File: config.mk
export PLATFORM = sky130hd
export DESIGN_NAME = sorted_deadline_timer_queue
export DESIGN_NICKNAME = d
export VERILOG_FILES = /design/src/hw/rtl/sdtq_pkg.sv /design/src/hw/rtl/sdtq_cell.sv /design/src/hw/rtl/sdtq_chain.sv /design/src/hw/rtl/sorted_deadline_timer_queue.sv
export SDC_FILE = /design/constraint.sdc
export NUM_CORES = 2
export LEC_CHECK = 0
export BUFFER_PORTS_ARGS = -buffer_cell sky130_fd_sc_hd__buf_4
export CAP_MARGIN = 40
export CORE_MARGIN = 4
export CORE_UTILIZATION = 30
export DETAILED_ROUTE_END_ITERATION = 7
export GPL_TIMING_DRIVEN = 0
export PLACE_DENSITY_LB_ADDON = 0.2
export SYNTH_ARGS = -nofsm -noshare
export SYNTH_HDL_FRONTEND = slang
export SYNTH_SLANG_ARGS = --single-unit
File: constraint.sdc
create_clock -name clk -period 9.7 [get_ports clk]
set_clock_uncertainty 0.2 [all_clocks]
set_input_delay 0.485 -clock clk [delete_from_list [all_inputs] [get_ports clk]]
set_output_delay 0.485 -clock clk [all_outputs]
set_load 0.005 [all_outputs]
File: src/hw/rtl/sdtq_pkg.sv
// types, codes and constants of the sorted deadline timer queue
// no dependencies; used by every module of the block
`default_nettype none

package sdtq_pkg;

  // fixed field widths
  localparam int DL_W  = 32;
  localparam int TAG_W = 8;

  // default sizes handed down from the top level
  localparam int QUEUE_DEPTH_DEF = 16;
  localparam int TAG_BITS_DEF    = 8;

  // most results one tick may produce
  localparam int MAX_RESULTS = 16;
  localparam int NRES_W      = $clog2(MAX_RESULTS);

  // command kinds
  localparam logic [1:0] KIND_ADD    = 2'd0;
  localparam logic [1:0] KIND_CANCEL = 2'd1;
  localparam logic [1:0] KIND_TICK   = 2'd2;

  // result kinds
  localparam logic [1:0] RES_ADD     = 2'd0;
  localparam logic [1:0] RES_CANCEL  = 2'd1;
  localparam logic [1:0] RES_EXPIRED = 2'd2;

  // result status codes
  localparam logic [1:0] STAT_OK        = 2'd0;
  localparam logic [1:0] STAT_NOT_FOUND = 2'd1;
  localparam logic [1:0] STAT_FULL      = 2'd2;

  typedef struct packed {
    logic [1:0]       kind;
    logic [DL_W-1:0]  now_seconds;
    logic [DL_W-1:0]  delay_seconds;
    logic [DL_W-1:0]  cancel_deadline;
    logic [TAG_W-1:0] event_tag;
  } in_item_t;

  typedef struct packed {
    logic [1:0]       result_kind;
    logic [DL_W-1:0]  deadline;
    logic [TAG_W-1:0] tag;
    logic [1:0]       status;
    logic             last;
  } out_item_t;

  // operation broadcast to every cell
  typedef enum logic [1:0] {
    OP_HOLD,
    OP_INSERT,
    OP_REMOVE_GE,
    OP_SHIFT_ALL
  } cell_op_t;

  typedef struct packed {
    cell_op_t        op;
    logic [DL_W-1:0] key;
  } cell_cmd_t;

  // summary the chain reports to the controller
  typedef struct packed {
    logic            hit;
    logic            full;
    logic            head_valid;
    logic [DL_W-1:0] head_deadline;
    logic            next_valid;
    logic [DL_W-1:0] next_deadline;
  } chain_stat_t;

  typedef enum logic [1:0] {
    S_IDLE,
    S_RAISE,
    S_CANCEL,
    S_TICK
  } state_t;

endpackage

`default_nettype wire

File: src/hw/rtl/sdtq_cell.sv
// one slot of the sorted chain: deadline, tag and valid bit
// depends on sdtq_pkg; instantiated by sdtq_chain
`default_nettype none

module sdtq_cell
  import sdtq_pkg::*;
#(
  parameter int TAG_BITS = TAG_BITS_DEF
) (
  input  logic                clk,
  input  logic                rst_n,
  input  cell_cmd_t           cmd,
  input  logic [TAG_BITS-1:0] ins_tag,
  input  logic                left_lt,
  input  logic                left_valid,
  input  logic [DL_W-1:0]     left_deadline,
  input  logic [TAG_BITS-1:0] left_tag,
  input  logic                right_valid,
  input  logic [DL_W-1:0]     right_deadline,
  input  logic [TAG_BITS-1:0] right_tag,
  output logic                valid,
  output logic [DL_W-1:0]     deadline,
  output logic [TAG_BITS-1:0] tag,
  output logic                lt,
  output logic                eq
);

  logic                valid_r, valid_nxt;
  logic [DL_W-1:0]     deadline_r, deadline_nxt;
  logic [TAG_BITS-1:0] tag_r, tag_nxt;

  // compares against the broadcast key
  assign lt = valid_r && (deadline_r < cmd.key);
  assign eq = valid_r && (deadline_r == cmd.key);

  // keep, take the new entry, or take a neighbor's entry
  always_comb begin
    valid_nxt    = valid_r;
    deadline_nxt = deadline_r;
    tag_nxt      = tag_r;
    case (cmd.op)
      OP_INSERT: begin
        if (!lt) begin
          if (left_lt) begin
            valid_nxt    = 1'b1;
            deadline_nxt = cmd.key;
            tag_nxt      = ins_tag;
          end else begin
            valid_nxt    = left_valid;
            deadline_nxt = left_deadline;
            tag_nxt      = left_tag;
          end
        end
      end
      OP_REMOVE_GE: begin
        if (!lt) begin
          valid_nxt    = right_valid;
          deadline_nxt = right_deadline;
          tag_nxt      = right_tag;
        end
      end
      OP_SHIFT_ALL: begin
        valid_nxt    = right_valid;
        deadline_nxt = right_deadline;
        tag_nxt      = right_tag;
      end
      default: begin
        valid_nxt = valid_r;
      end
    endcase
  end

  // valid bit is control state
  always_ff @(posedge clk) begin
    if (!rst_n) begin
      valid_r <= 1'b0;
    end else begin
      valid_r <= valid_nxt;
    end
  end

  // payload carries no reset
  always_ff @(posedge clk) begin
    deadline_r <= deadline_nxt;
    tag_r      <= tag_nxt;
  end

  assign valid    = valid_r;
  assign deadline = deadline_r;
  assign tag      = tag_r;

endmodule

`default_nettype wire

File: src/hw/rtl/sdtq_chain.sv
// row of sdtq_cell slots kept sorted by ascending deadline
// depends on sdtq_pkg and sdtq_cell; instantiated by the top level
`default_nettype none

module sdtq_chain
  import sdtq_pkg::*;
#(
  parameter int QUEUE_DEPTH = QUEUE_DEPTH_DEF,
  parameter int TAG_BITS    = TAG_BITS_DEF
) (
  input  logic                clk,
  input  logic                rst_n,
  input  cell_cmd_t           cmd,
  input  logic [TAG_BITS-1:0] ins_tag,
  output chain_stat_t         stat,
  output logic [TAG_BITS-1:0] head_tag
);

  logic                valid_w    [QUEUE_DEPTH];
  logic [DL_W-1:0]     deadline_w [QUEUE_DEPTH];
  logic [TAG_BITS-1:0] tag_w      [QUEUE_DEPTH];
  logic [QUEUE_DEPTH-1:0] lt_w;
  logic [QUEUE_DEPTH-1:0] eq_w;

  // neighbor links: the head sees an always-smaller left side,
  // the tail sees an empty right side
  for (genvar i = 0; i < QUEUE_DEPTH; i++) begin : g_cell
    logic                l_lt, l_valid, r_valid;
    logic [DL_W-1:0]     l_deadline, r_deadline;
    logic [TAG_BITS-1:0] l_tag, r_tag;

    if (i == 0) begin : g_head
      assign l_lt       = 1'b1;
      assign l_valid    = 1'b0;
      assign l_deadline = '0;
      assign l_tag      = '0;
    end else begin : g_mid
      assign l_lt       = lt_w[i-1];
      assign l_valid    = valid_w[i-1];
      assign l_deadline = deadline_w[i-1];
      assign l_tag      = tag_w[i-1];
    end

    if (i == QUEUE_DEPTH - 1) begin : g_tail
      assign r_valid    = 1'b0;
      assign r_deadline = '0;
      assign r_tag      = '0;
    end else begin : g_body
      assign r_valid    = valid_w[i+1];
      assign r_deadline = deadline_w[i+1];
      assign r_tag      = tag_w[i+1];
    end

    sdtq_cell #(
      .TAG_BITS(TAG_BITS)
    ) u_cell (
      .clk           (clk),
      .rst_n         (rst_n),
      .cmd           (cmd),
      .ins_tag       (ins_tag),
      .left_lt       (l_lt),
      .left_valid    (l_valid),
      .left_deadline (l_deadline),
      .left_tag      (l_tag),
      .right_valid   (r_valid),
      .right_deadline(r_deadline),
      .right_tag     (r_tag),
      .valid         (valid_w[i]),
      .deadline      (deadline_w[i]),
      .tag           (tag_w[i]),
      .lt            (lt_w[i]),
      .eq            (eq_w[i])
    );
  end

  // summary for the controller
  always_comb begin
    stat.hit           = |eq_w;
    stat.full          = valid_w[QUEUE_DEPTH-1];
    stat.head_valid    = valid_w[0];
    stat.head_deadline = deadline_w[0];
    stat.next_valid    = valid_w[1];
    stat.next_deadline = deadline_w[1];
  end

  assign head_tag = tag_w[0];

endmodule

`default_nettype wire

File: src/hw/rtl/sorted_deadline_timer_queue.sv
// top level of the sorted deadline timer queue: command sequencer
// depends on sdtq_pkg and sdtq_chain
//
// Usage. A command is transferred when start is high and busy is low;
// in_item carries kind, times, cancel key and tag. Results leave on
// out_item, each for one cycle with out_strobe high; the receiver
// cannot stall, so every strobed cycle is a transfer.
// Add: the base deadline is registered first, then the key steps past each
// held value in turn (at most QUEUE_DEPTH - 1), then the insert is made; the
// result shows the cycle after the insert.
// An add to a full queue answers in the cycle after the command.
// Cancel: the key is registered, then compared in every cell at once; the
// result of that compare is registered before it shows.
// Tick: the head cell is checked once a cycle and popped while due;
// one expired result per cycle, up to MAX_RESULTS, last flagged.
// busy stays high until the final result is in the output register,
// and a new command may be transferred in the cycle that result shows.
// Reset empties the queue at once; no clearing pass is needed.
`default_nettype none

module sorted_deadline_timer_queue
  import sdtq_pkg::*;
#(
  parameter int QUEUE_DEPTH = QUEUE_DEPTH_DEF,
  parameter int TAG_BITS    = TAG_BITS_DEF
) (
  input  logic      clk,
  input  logic      rst_n,
  input  logic      start,
  output logic      busy,
  input  in_item_t  in_item,
  output logic      out_strobe,
  output out_item_t out_item
);

  state_t              state_r, state_nxt;
  logic [DL_W-1:0]     key_r, key_nxt;
  logic [DL_W-1:0]     now_r, now_nxt;
  logic [TAG_BITS-1:0] tag_r, tag_nxt;
  logic [NRES_W-1:0]   nres_r, nres_nxt;
  logic                out_strobe_r, out_strobe_nxt;
  out_item_t           out_item_r, out_item_nxt;

  cell_cmd_t           cmd;
  chain_stat_t         stat;
  logic [TAG_BITS-1:0] head_tag;
  logic                accept;
  logic                head_due;
  logic                last_pop;

  sdtq_chain #(
    .QUEUE_DEPTH(QUEUE_DEPTH),
    .TAG_BITS   (TAG_BITS)
  ) u_chain (
    .clk     (clk),
    .rst_n   (rst_n),
    .cmd     (cmd),
    .ins_tag (tag_r),
    .stat    (stat),
    .head_tag(head_tag)
  );

  assign busy   = (state_r != S_IDLE);
  assign accept = start && !busy;

  // expiry test on the head and the entry behind it
  assign head_due = stat.head_valid && (stat.head_deadline <= now_r);
  assign last_pop = (nres_r == NRES_W'(MAX_RESULTS - 1)) || !stat.next_valid ||
                    (stat.next_deadline > now_r);

  // sequencer: next state, chain command and result register
  always_comb begin
    state_nxt      = state_r;
    key_nxt        = key_r;
    now_nxt        = now_r;
    tag_nxt        = tag_r;
    nres_nxt       = nres_r;
    out_strobe_nxt = 1'b0;
    out_item_nxt   = out_item_r;
    cmd.op         = OP_HOLD;
    cmd.key        = key_r;
    case (state_r)
      S_IDLE: begin
        if (accept) begin
          case (in_item.kind)
            KIND_ADD: begin
              tag_nxt = TAG_BITS'(in_item.event_tag);
              if (stat.full) begin
                out_strobe_nxt           = 1'b1;
                out_item_nxt.result_kind = RES_ADD;
                out_item_nxt.deadline    = '0;
                out_item_nxt.tag         = TAG_W'(TAG_BITS'(in_item.event_tag));
                out_item_nxt.status      = STAT_FULL;
                out_item_nxt.last        = 1'b1;
              end else begin
                key_nxt   = (in_item.delay_seconds == '0) ? '0 :
                            DL_W'(in_item.now_seconds + in_item.delay_seconds);
                state_nxt = S_RAISE;
              end
            end
            KIND_CANCEL: begin
              key_nxt   = in_item.cancel_deadline;
              tag_nxt   = TAG_BITS'(in_item.event_tag);
              state_nxt = S_CANCEL;
            end
            KIND_TICK: begin
              now_nxt   = in_item.now_seconds;
              nres_nxt  = '0;
              state_nxt = S_TICK;
            end
            default: begin
              state_nxt = S_IDLE;
            end
          endcase
        end
      end
      S_RAISE: begin
        // step past held deadlines, then insert in order
        if (stat.hit) begin
          key_nxt = DL_W'(key_r + 1'b1);
        end else begin
          cmd.op                   = OP_INSERT;
          out_strobe_nxt           = 1'b1;
          out_item_nxt.result_kind = RES_ADD;
          out_item_nxt.deadline    = key_r;
          out_item_nxt.tag         = TAG_W'(tag_r);
          out_item_nxt.status      = STAT_OK;
          out_item_nxt.last        = 1'b1;
          state_nxt                = S_IDLE;
        end
      end
      S_CANCEL: begin
        // deadline zero is never cancelled
        out_strobe_nxt           = 1'b1;
        out_item_nxt.result_kind = RES_CANCEL;
        out_item_nxt.deadline    = key_r;
        out_item_nxt.tag         = TAG_W'(tag_r);
        out_item_nxt.last        = 1'b1;
        if ((key_r != '0) && stat.hit) begin
          cmd.op              = OP_REMOVE_GE;
          out_item_nxt.status = STAT_OK;
        end else begin
          out_item_nxt.status = STAT_NOT_FOUND;
        end
        state_nxt = S_IDLE;
      end
      S_TICK: begin
        // pop one due entry per cycle
        if (head_due) begin
          cmd.op                   = OP_SHIFT_ALL;
          out_strobe_nxt           = 1'b1;
          out_item_nxt.result_kind = RES_EXPIRED;
          out_item_nxt.deadline    = stat.head_deadline;
          out_item_nxt.tag         = TAG_W'(head_tag);
          out_item_nxt.status      = STAT_OK;
          out_item_nxt.last        = last_pop;
          nres_nxt                 = NRES_W'(nres_r + 1'b1);
          if (last_pop) begin
            state_nxt = S_IDLE;
          end
        end else begin
          state_nxt = S_IDLE;
        end
      end
      default: begin
        state_nxt = S_IDLE;
      end
    endcase
  end

  // control registers
  always_ff @(posedge clk) begin
    if (!rst_n) begin
      state_r      <= S_IDLE;
      out_strobe_r <= 1'b0;
    end else begin
      state_r      <= state_nxt;
      out_strobe_r <= out_strobe_nxt;
    end
  end

  // payload registers
  always_ff @(posedge clk) begin
    key_r      <= key_nxt;
    now_r      <= now_nxt;
    tag_r      <= tag_nxt;
    nres_r     <= nres_nxt;
    out_item_r <= out_item_nxt;
  end

  assign out_strobe = out_strobe_r;
  assign out_item   = out_item_r;

endmodule

`default_nettype wire

### After elaboration in Yosys (flattened, before gate mapping)

Index checks and enable logic that the tools add are counted.

| word-level totals | value |
|---|---|
| flip-flop bits (word level) | 780 |
| bits in latches | 0 |
| RAM bits | 0 |
| memory bits (read-only) | 0 |
| input port bits | 109 |
| output and inout bits | 47 |
| word-level logic and storage cells | 441 |
| memories | 0 |

| operators by class | value |
|---|---|
| add/subtract/negate cells | 3 |
| $mul | 0 |
| divide/modulo/power cells | 0 |
| order comparisons | 18 |
| equality and inequality tests | 67 |
| shift operators | 0 |
| muxes and demuxes | 223 |
| bitwise logic cells | 0 |
| reductions and logical operators | 71 |

Operators by type and width:

| cell | number |
|---|---|
| $mux 32 | 51 |
| $pmux 32 s3 | 16 |
| $eq 32x32->1 | 16 |
| $lt 32x32->1 | 16 |
| $pmux 8 s3 | 16 |
| $mux 8 | 47 |
| $mux 45 | 5 |
| $pmux 45 s4 | 1 |
| $pmux 32 s2 | 2 |
| $ne 2x2->1 const B | 36 |
| $mux 1 | 54 |
| $reduce_and 3->1 | 18 |
| $pmux 1 s3 | 16 |
| $logic_and 1x1->1 | 35 |
| $add 32x1->32 const B | 1 |
| $add 32x32->32 | 1 |
| $gt 32x32->1 | 1 |
| $le 32x32->1 | 1 |
| $logic_not 32->1 | 1 |
| $reduce_bool 32->1 | 1 |
| $reduce_or 16->1 | 1 |
| $mux 2 | 7 |
| $mux 4 | 3 |
| $pmux 2 s3 | 2 |
| other kinds (18) | 34 |

### Logic depth before layout (Yosys ltp)

| depth | value |
|---|---|
| depth in word-level cells | 9 |
| mapped depth | 15 |
| mapped depth without buffers | 11 |

### Hierarchy

From an unflattened synthesis, not the netlist that was laid out.

| second synthesis, totals | value |
|---|---|
| cell total of the unflattened synthesis | 5795 |
| area, all modules | 57108.5 um2 |

By module, submodules not included:

| module | times used | cells each | area each (um2) | sequential area each (um2) |
|---|---|---|---|---|
| sdtq_cell | 16 | 307 | 2992.9 | 1221.2 |
| sorted_deadline_timer_queue | 1 | 873 | 9161.3 | 3693.5 |
| sdtq_chain | 1 | 10 | 61.3 | 0.0 |

### Worst setup path after synthesis

OpenSTA, ideal clock, no wires.

| path | value |
|---|---|
| path kind | reg-to-reg |
| from | reg key_r[20] |
| to | reg key_r[0] (enable) |
| setup time | 0.470 ns |
| arrival | 5.006 ns |
| data required time | 9.030 ns |
| path slack | 4.023 ns |
| cell stages (with the launch flop) | 12 |
| buffers on the path | 1 |
| clock period less this slack | 5.677 ns |
| path through | edfxtp_1 > clkbuf_1 > clkinv_1 > ha_1 > and4_1 > nand3_1 > nand3b_1 > o2111ai_1 > nor4_4 > nor2_1 > a21o_1 > a21boi_0 |

| on the way | value |
|---|---|
| word-level cells in the longest chain between the ends | 5 |
| elaborated cells between the ends (all ways) | 35 |
| classes of those cells | 17 x eq/ne; 18 x reduce/logical |

RTL lines:

| what | RTL line | text |
|---|---|---|
| start, declared | sorted_deadline_timer_queue.sv:37 | `logic [DL_W-1:0] key_r, key_nxt;` |
| start signal, assigned | sorted_deadline_timer_queue.sv:184 | `key_r <= key_nxt;` |
| $eq 32x32->1 | sdtq_cell.sv:34 | `assign eq = valid_r && (deadline_r == cmd.key);` |
| $logic_and 1x1->1 | sdtq_cell.sv:34 |  |
| $reduce_or 16->1 * | sdtq_chain.sv:78 | `stat.hit = \|eq_w;` |
| $ne 2x2->1 (no source line) * | -- |  |
| $reduce_and 5->1 (no source line) * | -- |  |

Every way passes the cells marked *; elsewhere a longest branch is shown, timed or not.
A chain may end at the register's enable or synchronous reset.

### Worst setup path in the final report

| path | value |
|---|---|
| from | reg key_r[24] |
| to | reg u_chain.g_cell[3].u_cell.deadline_r[4], data pin |

| on the way | value |
|---|---|
| word-level cells in the longest chain between the ends | 8 |
| elaborated cells between the ends (all ways) | 46 |
| classes of those cells | 1 x order compare; 19 x eq/ne; 6 x mux; 20 x reduce/logical |

RTL lines:

| what | RTL line | text |
|---|---|---|
| $eq 32x32->1 | sdtq_cell.sv:34 |  |
| $logic_and 1x1->1 | sdtq_cell.sv:34 |  |
| $reduce_or 16->1 | sdtq_chain.sv:78 |  |
| $logic_and 1x1->1 | sorted_deadline_timer_queue.sv:139 | `if ((key_r != '0) && stat.hit) begin` |
| $mux 2 | sorted_deadline_timer_queue.sv:139 |  |
| $pmux 2 s3 | sorted_deadline_timer_queue.sv:82 | `case (state_r)` |
| $eq 2x2->1 or $eq 2x1->1 (tied branches) | sdtq_cell.sv:41 | `case (cmd.op)` |
| $pmux 32 s3 * | sdtq_cell.sv:41 |  |
| via u_chain.g_cell[3].u_cell.deadline_nxt[4] | sdtq_cell.sv:29 | `logic [DL_W-1:0] deadline_r, deadline_nxt;` |
| end signal, assigned | sdtq_cell.sv:84 | `deadline_r <= deadline_nxt;` |
| end, declared | sdtq_cell.sv:29 |  |

The timed path passes the listed nets; every way through them passes the cells marked *. The select of a mux whose other input is x is not followed.

==> qor.txt <==
outcome - complete, no violations
number of synthesized flops with an enable pin - 761
residual overflow from global routing - 0
multi-input logic area - 28,230 um^2
clock slew at the register clock pins of the worst setup and hold paths - 70 ps
fillers - 17.97k
CP cell instances - clkbuf_1 > clkinv_1 > buf_16 > ha_1 > nand4_1 > nor4_1 > nand3_1 > nand4_1 > nor4_4 > o21ai_4 > clkbuf_1 > clkbuf_1 > o21ai_0
Die Height - 429.0 um
Crit path largest cell delay - 790 ps
die area - 184,000 um^2
Port Buffers - 155
largest net degree at the start of global routing - 33
fin. max-slew vios - 0
WHS Path Cells - 3
main area contributors after synthesis - edfxtp_1 43%, ha_1 14%, mux2i_1 8.5%
Residual DRC - 0
Max clock buf depth - 3
routed via count - 44.46k
Worst Path Buf+Inv - 5
share of cells above drive strength 1 - 0.09344
Crit. Startpoint - key_r[24]$_DFFE_PP_
most frequent cell after synthesis - edfxtp_1
Max-Cap Viols - 0
maximum vdd drop - 0.0001139 V
Rows - 154
Hold Vio Cnt, Final - 0
Crit Path Class - reg -> reg
Main synth FF type - edfxtp_1
wirelength, routed - 202.0 mm
initial antenna violation count - 3
asr flop ratio synth - 0
area leader, netlist - edfxtp_1
Power Density - 156.4 nW/um^2
clock latency on the worst-skew pair - 710 ps
HP Class - in -> reg
final period demand of the worst path - 6210 ps
gr usage total - 0.2104
FF-to-FF End - u_chain.g_cell[3].u_cell.deadline[4]$_DFFE_PP_
Gate Count Post-Synth - 5,336
CP Depth - 13
Post-Place Worst Slack - 3487 ps
Area Overhead vs Synth - 17.61%
first-pass GRT wire length - 294.6 mm
CORE AREA - 176,100 um^2
area share of the largest cell type after synthesis - 0.4298
library cells used by synthesis - 78
Clock Tree Root - clkbuf_16
Vias/cell - 5.449
Worst Reg-to-Reg Cells - 13
CP top delay family - buffers and inverters
I/O pins - 156
Netlist Area Pre-Place - 53,160 um^2
fin crit share - 0.6402
total clock sinks - 780
Top Usage Layer GRT - met2
hold path endpoint - key_r[22]$_DFFE_PP_
Final GP Congestion - 0.9042
routing usage on met1 - 0.2984
H-tree depth - 3
Worst-Margin Slew - 959.3 ps
RSZ-0062 raised after global routing - no
post-CTS setup buffer count - 0
CTS tree - built
TritonRoute pass-1 iters - 6
drt wl/cell - 24.75 um
Setup crit end kind - flip-flop
most frequent CP cell - clkbuf_1
met3 Use GR - 0.02171
Initial Utilization - 0.3019
Max-slew headroom - 0.3546
Max Fclk - 161.0 MHz
register area share after synthesis - 0.4370
final setup fails - 0
fin util - 0.3550
number of buffers created by CTS - 94
CP required - 9910 ps
Ys Warns - 0
vias in the first global route - 44.01k
Placed Area - 58,690 um^2
sequential cell area - 23,230 um^2
Detail Route Antenna Nets - 0
final worst slack - 3490 ps
Syn Area/Cell - 9.963 um^2
Commonest cells post-synth - 761 x edfxtp_1, 748 x nand2_1, 734 x o21ai_0
met2 Resource Use GR - 0.3440
HPWL Detailed - 161.2 mm
r2r setup slk - 3490 ps
Post-CTS Hold Fix Bufs - 69
FF-to-FF Start - key_r[24]$_DFFE_PP_
Yosys reg bits - 780
Lkg Pwr - 22.88 nW
post-route cell area - 62,530 um^2
post-CTS sizing - 0
Total Power - 9.780 mW
Hold Path Origin - in_item[30]
nets@finish - 6,454
DRT iter0 DRCs - 4,110
critical path arrival - 6420 ps
Die W - 429.0 um
synthesized net count - 6,060
worst-path maximum fanout - 18
slowest CP cell - clkbuf_1
Critical Path Start Type - flip-flop
metrics by stage:
stage	setup TNS [ps]	hold slack, ps	cells
2_1_floorplan	0	259.7	5336
3_3_place_gp	-1531	294.1	7831
3_5_place_dp	0	317.7	7905
4_1_cts	0	15.05	8151
5_1_grt	0	38.53	8152
6_report	0	78.99	8159
sequential cells by signal, summed over array words and instances, names as in the netlist:
name                            count
u_chain.g_cell.u_cell.deadline    512
u_chain.g_cell.u_cell.tag         128
out_item                           45
key_r                              32
now_r                              32
u_chain.g_cell.u_cell.valid        16
tag_r                               8
nres_r                              4
state_r                             2
out_strobe                          1
tightest hold or removal path: cells and delay by family:
kind                   cells  cell delay, ps
AOI/OAI and AO/OA          2             280
buffers and inverters      1              90
how the worst max path moves through the flow:
stage	endpoint	slack, ps
finish	u_chain.g_cell[3].u_cell.deadline[4]$_DFFE_PP_	3490
global route	u_chain.g_cell[13].u_cell.tag[2]$_DFFE_PP_	3270
CTS	u_chain.g_cell[15].u_cell.tag[2]$_SDFFCE_PP0P_	3440
detailed placement	u_chain.g_cell[15].u_cell.tag[4]$_SDFFCE_PP0P_	3490
global placement	u_chain.g_cell[13].u_cell.tag[2]$_DFFE_PP_	-50
floorplan	key_r[0]$_DFFE_PP_	4020
logic make-up after synthesis:
logic type	share of synthesized area
AO/OA/AOI/OAI	0.1614
XOR/XNOR	0.009225
AND/OR/NAND/NOR	0.1249
multiplexers	0.08781
buffers and inverters	0.03490
flip-flops	0.4370
adder cells (fa/ha/maj)	0.1449
power breakdown:
part | leakage (nW) | switching [mW] | total [mW] | internal, mW
sequential | 7.10 | 0.136 | 4.02 | 3.89
combinational | 14.3 | 1.25 | 2.01 | 0.767
clock | 1.52 | 1.61 | 3.74 | 2.14
cells in the final DEF, fill, tap and decap left out, types with 97 or more instances in the layout:
cell type | netlist | layout
a21o_1 | 152 | 152
a21oi_1 | 357 | 351
buf_2 | 94 | 97
buf_4 | 9 | 165
clkbuf_1 | 223 | 230
edfxtp_1 | 761 | 761
ha_1 | 614 | 614
mux2i_1 | 454 | 454
nand2_1 | 748 | 748
nand4_1 | 160 | 160
nor2_1 | 269 | 263
o21ai_0 | 734 | 734
routing by layer:
metal,up-vias,share of wire
met3,227,0.048
met4,0,0.022
li1,20800,-
met2,1252,0.46
met1,22180,0.47
met5,-,0
area by class of cell:
type / count / area share
plain buffers: 341 / 0.02361
diodes: 8 / 0.0003202
multi-input cells: 4110 / 0.4515
inverters: 105 / 0.006303
repair buffers: 298 / 0.04985
clock buffers: 113 / 0.03876
flip-flops and latches: 780 / 0.3716
well taps: 2340 / 0.04682
clock inverters: 64 / 0.01129
Power figures use the tool's default switching activity.
